**src/rtl/xbrr_pkg.sv**
```systemverilog
// Package: constants and types shared by the bounded random range block.
`default_nettype none
package xbrr_pkg;
  localparam int unsigned DataW = 32;
  localparam int unsigned WordW = 64;
  localparam logic [63:0] GoldenStep  = 64'h9E3779B97F4A7C15;
  localparam logic [63:0] SeedXorMask = 64'hDEADBEEFDEADBEEF;
  localparam logic [63:0] NonzeroFill = 64'hDEADC0DEFEEDBEEF;
  localparam logic [63:0] MixMulA     = 64'hBF58476D1CE4E5B9;
  localparam logic [63:0] MixMulB     = 64'h94D049BB133111EB;
  localparam logic [0:0]  RegSeed     = 1'b0;

  // Divider control between sequencer and shared remainder unit.
  typedef struct packed {
    logic        start;
    logic [31:0] dividend;
    logic [31:0] divisor;
  } div_req_t;

  typedef struct packed {
    logic        done;
    logic [31:0] remainder;
  } div_rsp_t;
endpackage
`default_nettype wire

```
**src/rtl/xbrr_if.sv**
```systemverilog
// Interfaces: valid/ready channels for requests and results.
`default_nettype none
interface xbrr_req_if;
  logic        valid;
  logic        ready;
  logic [31:0] range_min;
  logic [31:0] range_max;
  modport source (output valid, range_min, range_max, input ready);
  modport sink (input valid, range_min, range_max, output ready);
endinterface

interface xbrr_rsp_if;
  logic        valid;
  logic        ready;
  logic [31:0] random_value;
  modport source (output valid, random_value, input ready);
  modport sink (input valid, random_value, output ready);
endinterface
`default_nettype wire

```
**src/rtl/xoshiro_bounded_random_range.sv**
```systemverilog
// Top level: bounded uniform random values from a xoshiro256++ generator.
`default_nettype none
// Usage: present a request (range_min, range_max) on req; one result beat
// comes back on rsp with random_value in range_min .. range_max-1, or
// range_min when range_max <= range_min (generator untouched).
// Seed via APB register 0 (64-bit, any address with paddr[3] low); a
// write clears the seeded flag so the next non-empty request expands the
// seed with splitmix64 (per word: the add and xor-shift, two multiplies
// built from 32x32 partial products on one shared multiplier, and a store
// of the word; then the all-zero check). Each request then takes a
// remainder for the threshold, one generator step per draw until a draw
// passes the threshold, and another remainder for the final reduction.
// Empty ranges skip the generator and the shared restoring divider.
// req.ready is low while a request is at work or a result waits; a stalled
// receiver holds the result in the output register. Reset clears the state
// to zero, the seed to zero and the seeded flag.
module xoshiro_bounded_random_range (
  input  wire         clk_i,
  input  wire         rst_ni,
  xbrr_req_if.sink    req,
  xbrr_rsp_if.source  rsp,
  input  wire         psel,
  input  wire         penable,
  input  wire         pwrite,
  input  wire  [3:0]  paddr,
  input  wire  [63:0] pwdata,
  output logic [63:0] prdata,
  output logic        pready
);
  typedef enum logic [3:0] {
    S_IDLE, S_SEED, S_MIXA, S_MUL, S_FILL, S_THR, S_THRW, S_DRAW,
    S_MOD, S_MODW, S_OUT
  } state_e;

  state_e      state_q;
  logic [63:0] seed_q;
  logic        seeded_q;
  logic [63:0] w_q [4];
  logic [31:0] lo_q, span_q, thr_q, v_q, res_q;
  logic        rvalid_q;
  logic [1:0]  widx_q;
  logic        mstep_q;   // first or second multiply of the finalizer
  logic [1:0]  pp_q;      // partial product index
  logic [63:0] z_q, mop_q, macc_q;
  xbrr_pkg::div_req_t dreq;
  xbrr_pkg::div_rsp_t drsp;

  logic        cfg_wr;
  logic [63:0] mix_in, out_w;
  logic [63:0] t0, t1, t2, t3;
  logic [31:0] pa, pb;
  logic [63:0] pprod, pshift;

  assign pready = 1'b1;
  assign cfg_wr = psel && penable && pwrite && (paddr[3] == xbrr_pkg::RegSeed);
  assign prdata = (paddr[3] == xbrr_pkg::RegSeed) ? seed_q : '0;

  xbrr_rem u_rem (.clk_i(clk_i), .rst_ni(rst_ni), .req_i(dreq), .rsp_o(drsp));

  // Seed derivation for the word now being expanded.
  always_comb begin
    case (widx_q)
      2'd0:    mix_in = seed_q;
      2'd1:    mix_in = seed_q ^ xbrr_pkg::SeedXorMask;
      2'd2:    mix_in = seed_q + xbrr_pkg::GoldenStep;
      default: mix_in = ~seed_q;
    endcase
  end

  // One 32x32 partial product a cycle; low 64 bits of z * mop.
  always_comb begin
    case (pp_q)
      2'd0:    begin pa = z_q[31:0];  pb = mop_q[31:0];  end
      2'd1:    begin pa = z_q[63:32]; pb = mop_q[31:0];  end
      2'd2:    begin pa = z_q[31:0];  pb = mop_q[63:32]; end
      default: begin pa = z_q[63:32]; pb = 32'd0;        end
    endcase
    pprod  = {32'd0, pa} * {32'd0, pb};
    pshift = (pp_q == 2'd0) ? pprod : {pprod[31:0], 32'd0};
  end

  always_comb begin
    out_w = w_q[0] + w_q[3];
    out_w = {out_w[40:0], out_w[63:41]} + w_q[0];
    t2 = w_q[2] ^ w_q[0];
    t3 = w_q[3] ^ w_q[1];
    t1 = w_q[1] ^ t2;
    t0 = w_q[0] ^ t3;
    t2 = t2 ^ {w_q[1][46:0], 17'd0};
    t3 = {t3[18:0], t3[63:19]};
  end

  always_comb begin
    dreq.start    = (state_q == S_THR) || (state_q == S_MOD);
    dreq.dividend = (state_q == S_THR) ? (32'd0 - span_q) : v_q;
    dreq.divisor  = span_q;
  end

  always_ff @(posedge clk_i or negedge rst_ni) begin
    if (!rst_ni) begin
      state_q  <= S_IDLE;
      seed_q   <= '0;
      seeded_q <= 1'b0;
      rvalid_q <= 1'b0;
      widx_q   <= '0;
      mstep_q  <= 1'b0;
      pp_q     <= '0;
      for (int i = 0; i < 4; i++) w_q[i] <= '0;
    end else begin
      if (cfg_wr) begin
        seed_q   <= pwdata;
        seeded_q <= 1'b0;
      end
      if (rvalid_q && rsp.ready) rvalid_q <= 1'b0;
      case (state_q)
        S_IDLE: begin
          if (req.valid && !rvalid_q) begin
            lo_q   <= req.range_min;
            span_q <= req.range_max - req.range_min;
            if (req.range_max <= req.range_min) begin
              res_q   <= req.range_min;
              state_q <= S_OUT;
            end else begin
              widx_q  <= 2'd0;
              state_q <= seeded_q ? S_THR : S_MIXA;
            end
          end
        end
        S_MIXA: begin
          // add the golden step, xor-shift 30, then first multiply
          z_q     <= (mix_in + xbrr_pkg::GoldenStep)
                   ^ ((mix_in + xbrr_pkg::GoldenStep) >> 30);
          mop_q   <= xbrr_pkg::MixMulA;
          macc_q  <= '0;
          pp_q    <= 2'd0;
          mstep_q <= 1'b0;
          state_q <= S_MUL;
        end
        S_MUL: begin
          pp_q <= pp_q + 2'd1;
          if (pp_q == 2'd3) begin
            if (!mstep_q) begin
              z_q     <= macc_q ^ (macc_q >> 27);
              mop_q   <= xbrr_pkg::MixMulB;
              macc_q  <= '0;
              mstep_q <= 1'b1;
            end else begin
              z_q     <= macc_q ^ (macc_q >> 31);
              state_q <= S_FILL;
            end
          end else begin
            macc_q <= macc_q + pshift;
          end
        end
        S_FILL: begin
          w_q[widx_q] <= z_q;
          widx_q      <= widx_q + 2'd1;
          if (widx_q == 2'd3) begin
            seeded_q <= 1'b1;
            state_q  <= S_SEED;
          end else begin
            state_q <= S_MIXA;
          end
        end
        S_SEED: begin
          // force a nonzero state
          if ((w_q[0] | w_q[1] | w_q[2] | w_q[3]) == '0) w_q[0] <= xbrr_pkg::NonzeroFill;
          state_q <= S_THR;
        end
        S_THR: state_q <= S_THRW;
        S_THRW: begin
          if (drsp.done) begin
            thr_q   <= drsp.remainder;
            state_q <= S_DRAW;
          end
        end
        S_DRAW: begin
          // advance once; reject draws below the threshold
          w_q[0] <= t0;
          w_q[1] <= t1;
          w_q[2] <= t2;
          w_q[3] <= t3;
          v_q    <= out_w[63:32];
          if (out_w[63:32] >= thr_q) state_q <= S_MOD;
        end
        S_MOD: state_q <= S_MODW;
        S_MODW: begin
          if (drsp.done) begin
            res_q   <= lo_q + drsp.remainder;
            state_q <= S_OUT;
          end
        end
        S_OUT: begin
          rvalid_q <= 1'b1;
          state_q  <= S_IDLE;
        end
        default: state_q <= S_IDLE;
      endcase
    end
  end

  assign req.ready        = (state_q == S_IDLE) && !rvalid_q;
  assign rsp.valid        = rvalid_q;
  assign rsp.random_value = res_q;

  // Stalled result holds its value.
  a_hold: assert property (@(posedge clk_i) disable iff (!rst_ni)
    rsp.valid && !rsp.ready |=> rsp.valid && $stable(rsp.random_value))
    else $error("result changed while stalled");
  // No new request while a result waits.
  a_excl: assert property (@(posedge clk_i) disable iff (!rst_ni)
    rsp.valid |-> !req.ready)
    else $error("ready while result pending");
  // Divider starts only from a waiting-free state.
  a_div: assert property (@(posedge clk_i) disable iff (!rst_ni)
    dreq.start |=> state_q == S_THRW || state_q == S_MODW)
    else $error("divider start out of sequence");
  // A result lies in range for non-empty requests.
  a_rng: assert property (@(posedge clk_i) disable iff (!rst_ni)
    state_q == S_MODW && drsp.done |-> drsp.remainder < span_q)
    else $error("remainder out of range");
endmodule
`default_nettype wire

```
**src/rtl/xbrr_rem.sv**
```systemverilog
// Shared remainder unit: restoring division, one quotient bit per cycle.
`default_nettype none
module xbrr_rem (
  input  wire              clk_i,
  input  wire              rst_ni,
  input  xbrr_pkg::div_req_t req_i,
  output xbrr_pkg::div_rsp_t rsp_o
);
  logic        busy_q, busy_d;
  logic [5:0]  cnt_q, cnt_d;
  logic [31:0] dvd_q, dvd_d, dvs_q, dvs_d;
  logic [32:0] rem_q, rem_d;
  logic        done_q, done_d;
  logic [32:0] trial;

  always_comb begin
    busy_d = busy_q;
    cnt_d  = cnt_q;
    dvd_d  = dvd_q;
    dvs_d  = dvs_q;
    rem_d  = rem_q;
    done_d = 1'b0;
    trial  = {rem_q[31:0], dvd_q[31]} - {1'b0, dvs_q};
    if (req_i.start) begin
      busy_d = 1'b1;
      cnt_d  = 6'd0;
      dvd_d  = req_i.dividend;
      dvs_d  = req_i.divisor;
      rem_d  = '0;
    end else if (busy_q) begin
      // shift in one dividend bit, subtract when it fits
      rem_d = trial[32] ? {rem_q[31:0], dvd_q[31]} : trial;
      dvd_d = {dvd_q[30:0], 1'b0};
      cnt_d = cnt_q + 6'd1;
      if (cnt_q == 6'd31) begin
        busy_d = 1'b0;
        done_d = 1'b1;
      end
    end
  end

  always_ff @(posedge clk_i or negedge rst_ni) begin
    if (!rst_ni) begin
      busy_q <= 1'b0;
      done_q <= 1'b0;
      cnt_q  <= '0;
    end else begin
      busy_q <= busy_d;
      done_q <= done_d;
      cnt_q  <= cnt_d;
    end
  end

  always_ff @(posedge clk_i) begin
    dvd_q <= dvd_d;
    dvs_q <= dvs_d;
    rem_q <= rem_d;
  end

  assign rsp_o.done      = done_q;
  assign rsp_o.remainder = rem_q[31:0];
endmodule
`default_nettype wire

```
**src/flat_wrapper.sv**
```systemverilog
// flat-port wrapper written by rule: the top's interface ports become plain ports
module xoshiro_bounded_random_range_flat 
  (clk_i, rst_ni, psel, penable, pwrite, paddr, pwdata, prdata, pready, req_valid, req_range_min, req_range_max, req_ready, rsp_valid, rsp_random_value, rsp_ready);
  xbrr_req_if req_i ();
  xbrr_rsp_if rsp_i ();
  input  wire clk_i;
  input  wire rst_ni;
  input  wire psel;
  input  wire penable;
  input  wire pwrite;
  input  wire  [3:0] paddr;
  input  wire  [63:0] pwdata;
  output logic [63:0] prdata;
  output logic pready;
  input wire logic [$bits(req_i.valid)-1:0] req_valid;
  input wire logic [$bits(req_i.range_min)-1:0] req_range_min;
  input wire logic [$bits(req_i.range_max)-1:0] req_range_max;
  output wire logic [$bits(req_i.ready)-1:0] req_ready;
  output wire logic [$bits(rsp_i.valid)-1:0] rsp_valid;
  output wire logic [$bits(rsp_i.random_value)-1:0] rsp_random_value;
  input wire logic [$bits(rsp_i.ready)-1:0] rsp_ready;
  assign req_i.valid = req_valid;
  assign req_i.range_min = req_range_min;
  assign req_i.range_max = req_range_max;
  assign req_ready = req_i.ready;
  assign rsp_valid = rsp_i.valid;
  assign rsp_random_value = rsp_i.random_value;
  assign rsp_i.ready = rsp_ready;
  xoshiro_bounded_random_range u_core (.clk_i(clk_i), .rst_ni(rst_ni), .req(req_i), .rsp(rsp_i), .psel(psel), .penable(penable), .pwrite(pwrite), .paddr(paddr), .pwdata(pwdata), .prdata(prdata), .pready(pready));
endmodule
```
**config.mk**
```make
export PLATFORM = sky130hd
export DESIGN_NAME = xoshiro_bounded_random_range_flat
export DESIGN_NICKNAME = d
export VERILOG_FILES = /design/src/rtl/xbrr_pkg.sv /design/src/rtl/xbrr_if.sv /design/src/rtl/xoshiro_bounded_random_range.sv /design/src/rtl/xbrr_rem.sv /design/src/flat_wrapper.sv
export SDC_FILE = /design/constraint.sdc
export NUM_CORES = 2
export LEC_CHECK = 0
export BUFFER_PORTS_ARGS = -buffer_cell sky130_fd_sc_hd__buf_2
export CAP_MARGIN = 20
export CORE_MARGIN = 2
export CORE_UTILIZATION = 55
export DETAILED_ROUTE_END_ITERATION = 16
export GPL_TIMING_DRIVEN = 0
export HOLD_SLACK_MARGIN = 0.05
export PLACE_DENSITY = 0.86
export SLEW_MARGIN = 20
export SYNTH_ARGS = -nofsm -noshare
export SYNTH_HDL_FRONTEND = slang
export SYNTH_SLANG_ARGS = --single-unit
```
**constraint.sdc**
```tcl
create_clock -name clk_i -period 11.41 [get_ports clk_i]
set_clock_uncertainty 0.1 [all_clocks]
set_input_delay 3.423 -clock clk_i [delete_from_list [all_inputs] [get_ports clk_i]]
set_output_delay 3.423 -clock clk_i [all_outputs]
set_load 0.05 [all_outputs]
```
# Yosys cells after proc, flatten, opt, wreduce, memory -nomap -nowiden
# Cells that the tools add are included.
# word_totals
register_bits	787
latchBits	0
mem_bits_rw	0
rom_bits	0
in_bits	139
out_inout_bits	99
mem_count	0
# op_classes
addsub	12
multipliers	1
div_mod_pow	0
n_lt_le_gt_ge	4
n_eq_ne	28
shift	0
muxes	57
bitwise_logic	15
n_reduce_logical	33
# ops
operator	n
64-bit two-way mux	10
192-bit one-hot mux with 2 select lines	1
64-bit one-hot mux with 2 select lines	3
64-bit one-hot mux with 3 select lines	2
64-bit XOR	5
256-bit bitwise mux	1
32-bit two-way mux	8
64-bit adder	3
64-bit bitwise OR	3
64-bit adder (second input constant)	2
64-bit demux with 2-bit select	1
32-bit one-hot mux with 2 select lines	2
64-bit zero test	1
32-bit by 32-bit multiplier with 64-bit output	1
64-bit NOT	1
64-bit by 33-bit XOR with 64-bit output	1
64-bit by 34-bit XOR with 64-bit output	1
64-bit by 37-bit XOR with 64-bit output	1
48-bit NOT	1
4-bit one-hot mux with 10 select lines	1
33-bit by 32-bit subtractor with 33-bit output	1
32-bit adder	1
32-bit greater-or-equal comparator	1
32-bit <= comparator	1
38 further kinds	97

# Longest topological paths before layout
# logic_depth
depth_word	8
mapped_depth	53
mapped_depth_nobuf	50

# Cells and area by module
# A second synthesis with hierarchy kept.
# unflattened
hier_cells	9036
area_unflattened_um2	83232.3
# modules_own_cells
module	instances	cells_each	area_per_inst_um2
xoshiro_bounded_random_range	1	8429	77144.0
xbrr_rem	1	607	6088.3

# Least setup slack after synthesis
# No wires, ideal clock.
# synth_path
path_kind	register to register
from	register u_core.pp_q[1]
to	register u_core.macc_q[59] (data pin)
setup_time_ns	0.266
arrival_ns	11.940
t_required_ns	11.044
setup_slack_ns	-0.896
path_stages_with_launch	51
n_path_buf	4
period_less_slack_ns	12.306
cell_sequence	dfrtp_1 > inv_1 > ha_1 > clkbuf_1 > nor2_1 > clkbuf_1 > buf_1 > mux2i_1 > nor2_1 > inv_1 > nor3_1 > fa_1 > fa_1 > inv_1 > fa_1 > fa_1 > inv_1 > fa_1 > [... 15 more ...] > a31oi_1 > xnor2_1 > mux2_2 > ha_1 > clkbuf_1 > a21oi_1 > nor2b_1 > o21ai_0 > nand2b_1 > a21o_1 > a21oi_1 > o21bai_1 > a21o_1 > a31oi_1 > o21bai_1 > a311oi_1 > xor2_1 > nor2_1
# synth_between
elab_chain_len	8
word_cells_on_any_way	13
# synth_rtl
element	line	source
from (decl)	xoshiro_bounded_random_range.sv:43	logic [1:0] pp_q;
from (signal assigned)	xoshiro_bounded_random_range.sv:140	pp_q <= pp_q + 2'd1;
2-bit by 1-bit equality test with 1-bit output (tied with other cells)	xoshiro_bounded_random_range.sv:72	case (pp_q)
2-bit OR reduction (no line)	n/a	
32-bit one-hot mux with 2 select lines / 32-bit two-way mux (equally long branches)	xoshiro_bounded_random_range.sv:72	
32-bit by 32-bit multiplier with 64-bit output	xoshiro_bounded_random_range.sv:78	pprod = {32'd0, pa} * {32'd0, pb};
64-bit two-way mux	xoshiro_bounded_random_range.sv:79	pshift = (pp_q == 2'd0) ? pprod : {pprod[31:0], 32'd0};
64-bit adder	xoshiro_bounded_random_range.sv:152	macc_q <= macc_q + pshift;
64-bit two-way mux (*)	xoshiro_bounded_random_range.sv:141	if (pp_q == 2'd3) begin
64-bit one-hot mux with 2 select lines (*)	xoshiro_bounded_random_range.sv:115	case (state_q)
to (signal assigned)	xoshiro_bounded_random_range.sv:152	
to (decl)	xoshiro_bounded_random_range.sv:44	logic [63:0] z_q, mop_q, macc_q;
# Mark *: on every way between the ends. The rest lies on a longest branch, timed or not.
# A chain may end at the register's enable or synchronous reset.

# Worst setup path after layout
# layout_path
from	register u_core.z_q[46]
to	register u_core.macc_q[56] (data pin)
# layout_between
elab_chain_len	6
# layout_rtl
element	line	source
from (decl)	xoshiro_bounded_random_range.sv:44	
from (signal assigned)	xoshiro_bounded_random_range.sv:131	z_q <= (mix_in + xbrr_pkg::GoldenStep)
from (signal assigned)	xoshiro_bounded_random_range.sv:143	z_q <= macc_q ^ (macc_q >> 27);
from (signal assigned)	xoshiro_bounded_random_range.sv:148	z_q <= macc_q ^ (macc_q >> 31);
32-bit two-way mux	xoshiro_bounded_random_range.sv:72	
32-bit by 32-bit multiplier with 64-bit output	xoshiro_bounded_random_range.sv:78	
64-bit two-way mux	xoshiro_bounded_random_range.sv:79	
64-bit adder	xoshiro_bounded_random_range.sv:152	
64-bit two-way mux	xoshiro_bounded_random_range.sv:141	
64-bit one-hot mux with 2 select lines	xoshiro_bounded_random_range.sv:115	
# No other way between the ends.

==> flow_summary.rst <==
.. list-table::
   :header-rows: 1

   * - Metric
     - Value
   * - Outcome
     - finished with violations
   * - Violations in the final reports
     - setup timing
   * - Total Die Area
     - approximately 150,000 um2
   * - Most prevalent standard cell on the critical path
     - sky130_fd_sc_hd__fa_1
   * - Area share of the largest cell type after synthesis
     - 0.201
   * - Routed length per instance
     - about 32 um
   * - Detailed-placement wirelength estimate
     - between 200,000 and 300,000 um
   * - DRC
     - 0
   * - Register Area
     - between 15,000 and 20,000 um2
   * - Average cell area after synthesis
     - roughly 9.1 um2
   * - Count of standard-cell rows
     - around 140
   * - GR Layer Usage met2
     - 0.736
   * - Layout area overhead
     - 12.8%
   * - Sinks on Clock Net
     - 725
   * - Worst setup SP type
     - register
   * - Final GP Congestion
     - around 1.1
   * - Starting utilization of the core area
     - 0.553
   * - Post-Synthesis Cell Area
     - approximately 83,000 um2
   * - Worst slew margin relative to its limit
     - 0.0853
   * - Detail-routed via count per cell
     - 6.56
   * - H-tree depth
     - 3
   * - Slowest cell delay on critical path
     - 1.26 ns
   * - Total of endpoints with negative setup slack in the final report
     - 18
   * - Fraction of final layout cells sized beyond drive strength 1
     - 0.116
   * - GRT Overall Usage
     - 0.484
   * - WP data arrival
     - approximately 12 ns
   * - Critical-path cell with the highest stage delay
     - sky130_fd_sc_hd__edfxtp_1
   * - Synthesized Nets
     - about 11,000
   * - Total core area
     - approximately 150,000 um2
   * - Setup crit start
     - u_core.z_q[46]
   * - Via count of the first global-routing pass
     - approximately 76,000
   * - Max Transition Viols Final
     - 0
   * - Capturing instance or port of the critical path
     - u_core.macc_q[56]
   * - R2r endpoint
     - u_core.macc_q[56]
   * - Drt pass-1 iters
     - 8
   * - Portion of the post-synthesis area used by sequential elements
     - 0.239
   * - Initial antenna violation count
     - 28
   * - Flop and latch count out of synthesis
     - about 730
   * - Post-synth EDFFs
     - around 350
   * - Post-layout net count
     - roughly 11,000
   * - Leading area contributor after synthesis
     - sky130_fd_sc_hd__fa_1
   * - Fin worst setup slack
     - -0.626 ns
   * - Post-route ant nets
     - 0
   * - FF-to-FF Start
     - u_core.z_q[46]
   * - Warnings, synthesis
     - 0
   * - Slack of the worst reg-to-reg path
     - -0.63 ns
   * - Period Utilization, post-route
     - 1.05
   * - Starting DRC count in detailed routing
     - between 10,000 and 15,000
   * - Hold buffer count at cts
     - 0
   * - Insertion delay to the later sink of the worst-skew pair
     - roughly 0.78 ns
   * - Maximum number of pins on one net before global-route repair
     - a little over 80
   * - Prevailing post-synth register cell
     - sky130_fd_sc_hd__edfxtp_1
   * - Required time at the endpoint of the critical path
     - 11.76 ns
   * - Met3 GRT Util
     - 0.141
   * - Die Span X
     - between 300 and 400 um
   * - CP endpoint kind
     - register
   * - Max Fclk
     - approximately 0.083 GHz
   * - Count of cells along the worst register-to-register path
     - 42
   * - Total count of hold-check failures in the final report
     - 0
   * - Path class of the lowest-slack min-delay path
     - register to register
   * - Highest-utilization routing layer at the global route stage
     - met2
   * - Number of buffers added by the clock tree synthesis step
     - 84
   * - Fraction of synthesis flops using an asynchronous set or reset pin
     - 0.468
   * - Top fanout value on the critical path
     - 6
   * - Number of different library cells in the post-synthesis netlist
     - approximately 100
   * - Overall die height
     - just under 400 um
   * - Total overflow reported by the global router
     - 0
   * - Area of the multi-input gates
     - just under 60,000 um2
   * - Reg clk slew, reported paths
     - ~0.06 ns
   * - Post-Route Hold Slack
     - 0.390 ns
   * - Global routing met1 resource utilization
     - 0.559
   * - Cell types with the largest area share after synthesis
     - sky130_fd_sc_hd__fa_1 (20%), sky130_fd_sc_hd__edfxtp_1 (13%), sky130_fd_sc_hd__dfrtp_1 (10%), sky130_fd_sc_hd__ha_1 (9.9%), sky130_fd_sc_hd__inv_1 (5.0%)
   * - Unrepaired setup endpoints after global routing
     - true
   * - Input/output buffers
     - ~230
   * - Number of instances in the synthesized netlist
     - ~9,100
   * - Crit path time final
     - roughly 12 ns
   * - Top-Level Pins
     - 238
   * - Fill cell total of the finished layout
     - roughly 12,000
   * - Worst-Margin Slew
     - approximately 1.4 ns
   * - Clock root buffer
     - sky130_fd_sc_hd__clkbuf_16
   * - Crit Path Category
     - register to register
   * - TritonCTS clock tree
     - built
   * - Max-cap check violation count
     - 0
   * - Vias after detailed routing
     - 76,700
   * - Wire length of the first global-routing pass
     - 528,000 um
   * - Buffers from clock root to sink, at most
     - 3
   * - Total routed wirelength
     - roughly 370,000 um
cells by family after synthesis:
| logic type | share of synthesized area |
|---|---|
| buffers and inverters | 0.0666 |
| other | 0.0000454 |
| flip-flops | 0.239 |
| XOR/XNOR | 0.0642 |
| AND/OR/NAND/NOR | 0.146 |
| AO/OA/AOI/OAI | 0.154 |
| multiplexers | 0.0299 |
| adder cells (fa/ha/maj) | 0.301 |
area by class of cell:
cell class,count,share of cell area
Clock inverter,34,0.00533
Tap cell,2016,0.0271
Inverter,1104,0.0450
Clock buffer,122,0.0263
Multi-Input combinational cell,6917,0.635
Buffer,341,0.0164
Timing Repair Buffer,413,0.0319
Sequential cell,725,0.212
Antenna cell,24,0.000644
through the flow:
stage | std cells | TNS [ns] | instance area [um2] | worst slack, ns | util
3_5_place_dp | 11400 | -99.55 | 86900 | -3.48 | 0.582
5_1_grt | 11700 | -10.96 | 93100 | -0.847 | 0.623
4_1_cts | 11600 | -1.62 | 92400 | -0.242 | 0.618
2_1_floorplan | 9103 | 0 | 82600 | 0.0209 | -
6_report | 11700 | -7.12 | 93200 | -0.626 | 0.624
3_3_place_gp | 11400 | -975.57 | 86300 | -4.83 | 0.578
cells in the final DEF (no fill, tap or decap), drive strengths merged, types with 57 or more instances in the layout:
| cell type | count |
|---|---|
| nor2 | 1009 |
| a31oi | 118 |
| mux2 | 107 |
| a211oi | 198 |
| dfrtp | 339 |
| o21ai | 500 |
| nor3 | 118 |
| a21o | 237 |
| and3 | 114 |
| xnor2 | 393 |
| clkbuf | 431 |
| inv | 1093 |
| nand4 | 76 |
| nor4 | 103 |
| xor2 | 210 |
| ha | 656 |
| nand3 | 108 |
| nor2b | 123 |
| nand2 | 642 |
| fa | 831 |
| mux2i | 126 |
| buf | 445 |
| edfxtp | 354 |
| nand2b | 75 |
| and2 | 77 |
| o21a | 57 |
| a21oi | 528 |
critical path: cells and delay by family (launching register included):
kind,cells,cell delay (ns)
compound gates,16,2.60
xor+xnor,2,0.27
fa+ha+maj,10,4.93
buf+inv,6,0.60
flops,1,1.26
mux,2,0.80
simple gates,6,1.18
layer usage:
layer | routed length (um) | vias up
li1 | - | 32000
met1 | 128000 | 37400
met4 | 41400 | 8
met5 | 231 | -
met2 | 162000 | 5588
met3 | 41200 | 1732
synthesized netlist by cell type (all sizes together) (17+ instances only):
cell / instances
o21ai: 500
a21boi: 28
nor4: 103
a21o: 237
inv: 1102
o21a: 57
dfxtp: 32
buf: 28
a21oi: 528
or2: 44
a211oi: 198
xor2: 210
nand2b: 75
mux2: 107
o21bai: 39
clkbuf: 329
a31oi: 118
and2: 77
o211ai: 25
or3: 41
fa: 831
dfrtp: 339
o31ai: 27
nor2: 1009
xnor2: 393
edfxtp: 354
and3: 114
mux2i: 126
o221a: 17
nor2b: 123
nand4: 76
nor3: 118
nand2: 642
a2bb2oi: 19
a211o: 22
ha: 656
nand3: 108
state kept, by name, summed over array words and instances, names as in the netlist, 6 cells and up:
register,count
u_core.lo_q,32
u_core.u_rem.cnt_q,6
u_core.macc_q,64
u_core.u_rem.rem_q,32
u_core.seed_q,64
u_core.thr_q,32
u_core.rsp.random_value,32
u_core.w_q,256
u_core.v_q,32
u_core.span_q,32
u_core.u_rem.dvs_q,32
u_core.z_q,64
u_core.u_rem.dvd_q,32
what timing repair did:
| item | CTS | global route |
|---|---|---|
| setup endpoints to repair | 51 | 32 |
| gates resized for setup | 438 | 75 |
| pin swaps | 132 | 69 |
| setup buffers | 116 | 26 |
| gates cloned | 0 | 0 |
worst min path at each step:
stage	start	end	slack [ns]	cells past startpoint
after global placement	u_core.u_rem.cnt_q[5]	u_core.u_rem.done_q	0.37	1
after detailed placement	u_core.u_rem.cnt_q[5]	u_core.u_rem.done_q	0.37	1
after global routing	u_core.u_rem.cnt_q[5]	u_core.u_rem.done_q	0.43	1
after CTS	u_core.u_rem.cnt_q[5]	u_core.u_rem.done_q	0.39	1
after floorplan	u_core.u_rem.cnt_q[5]	u_core.u_rem.done_q	0.35	1
final	u_core.u_rem.cnt_q[5]	u_core.u_rem.done_q	0.39	1
Power is not shown: default switching activity piles up to over one toggle a cycle in this logic, so the estimate is an artifact.
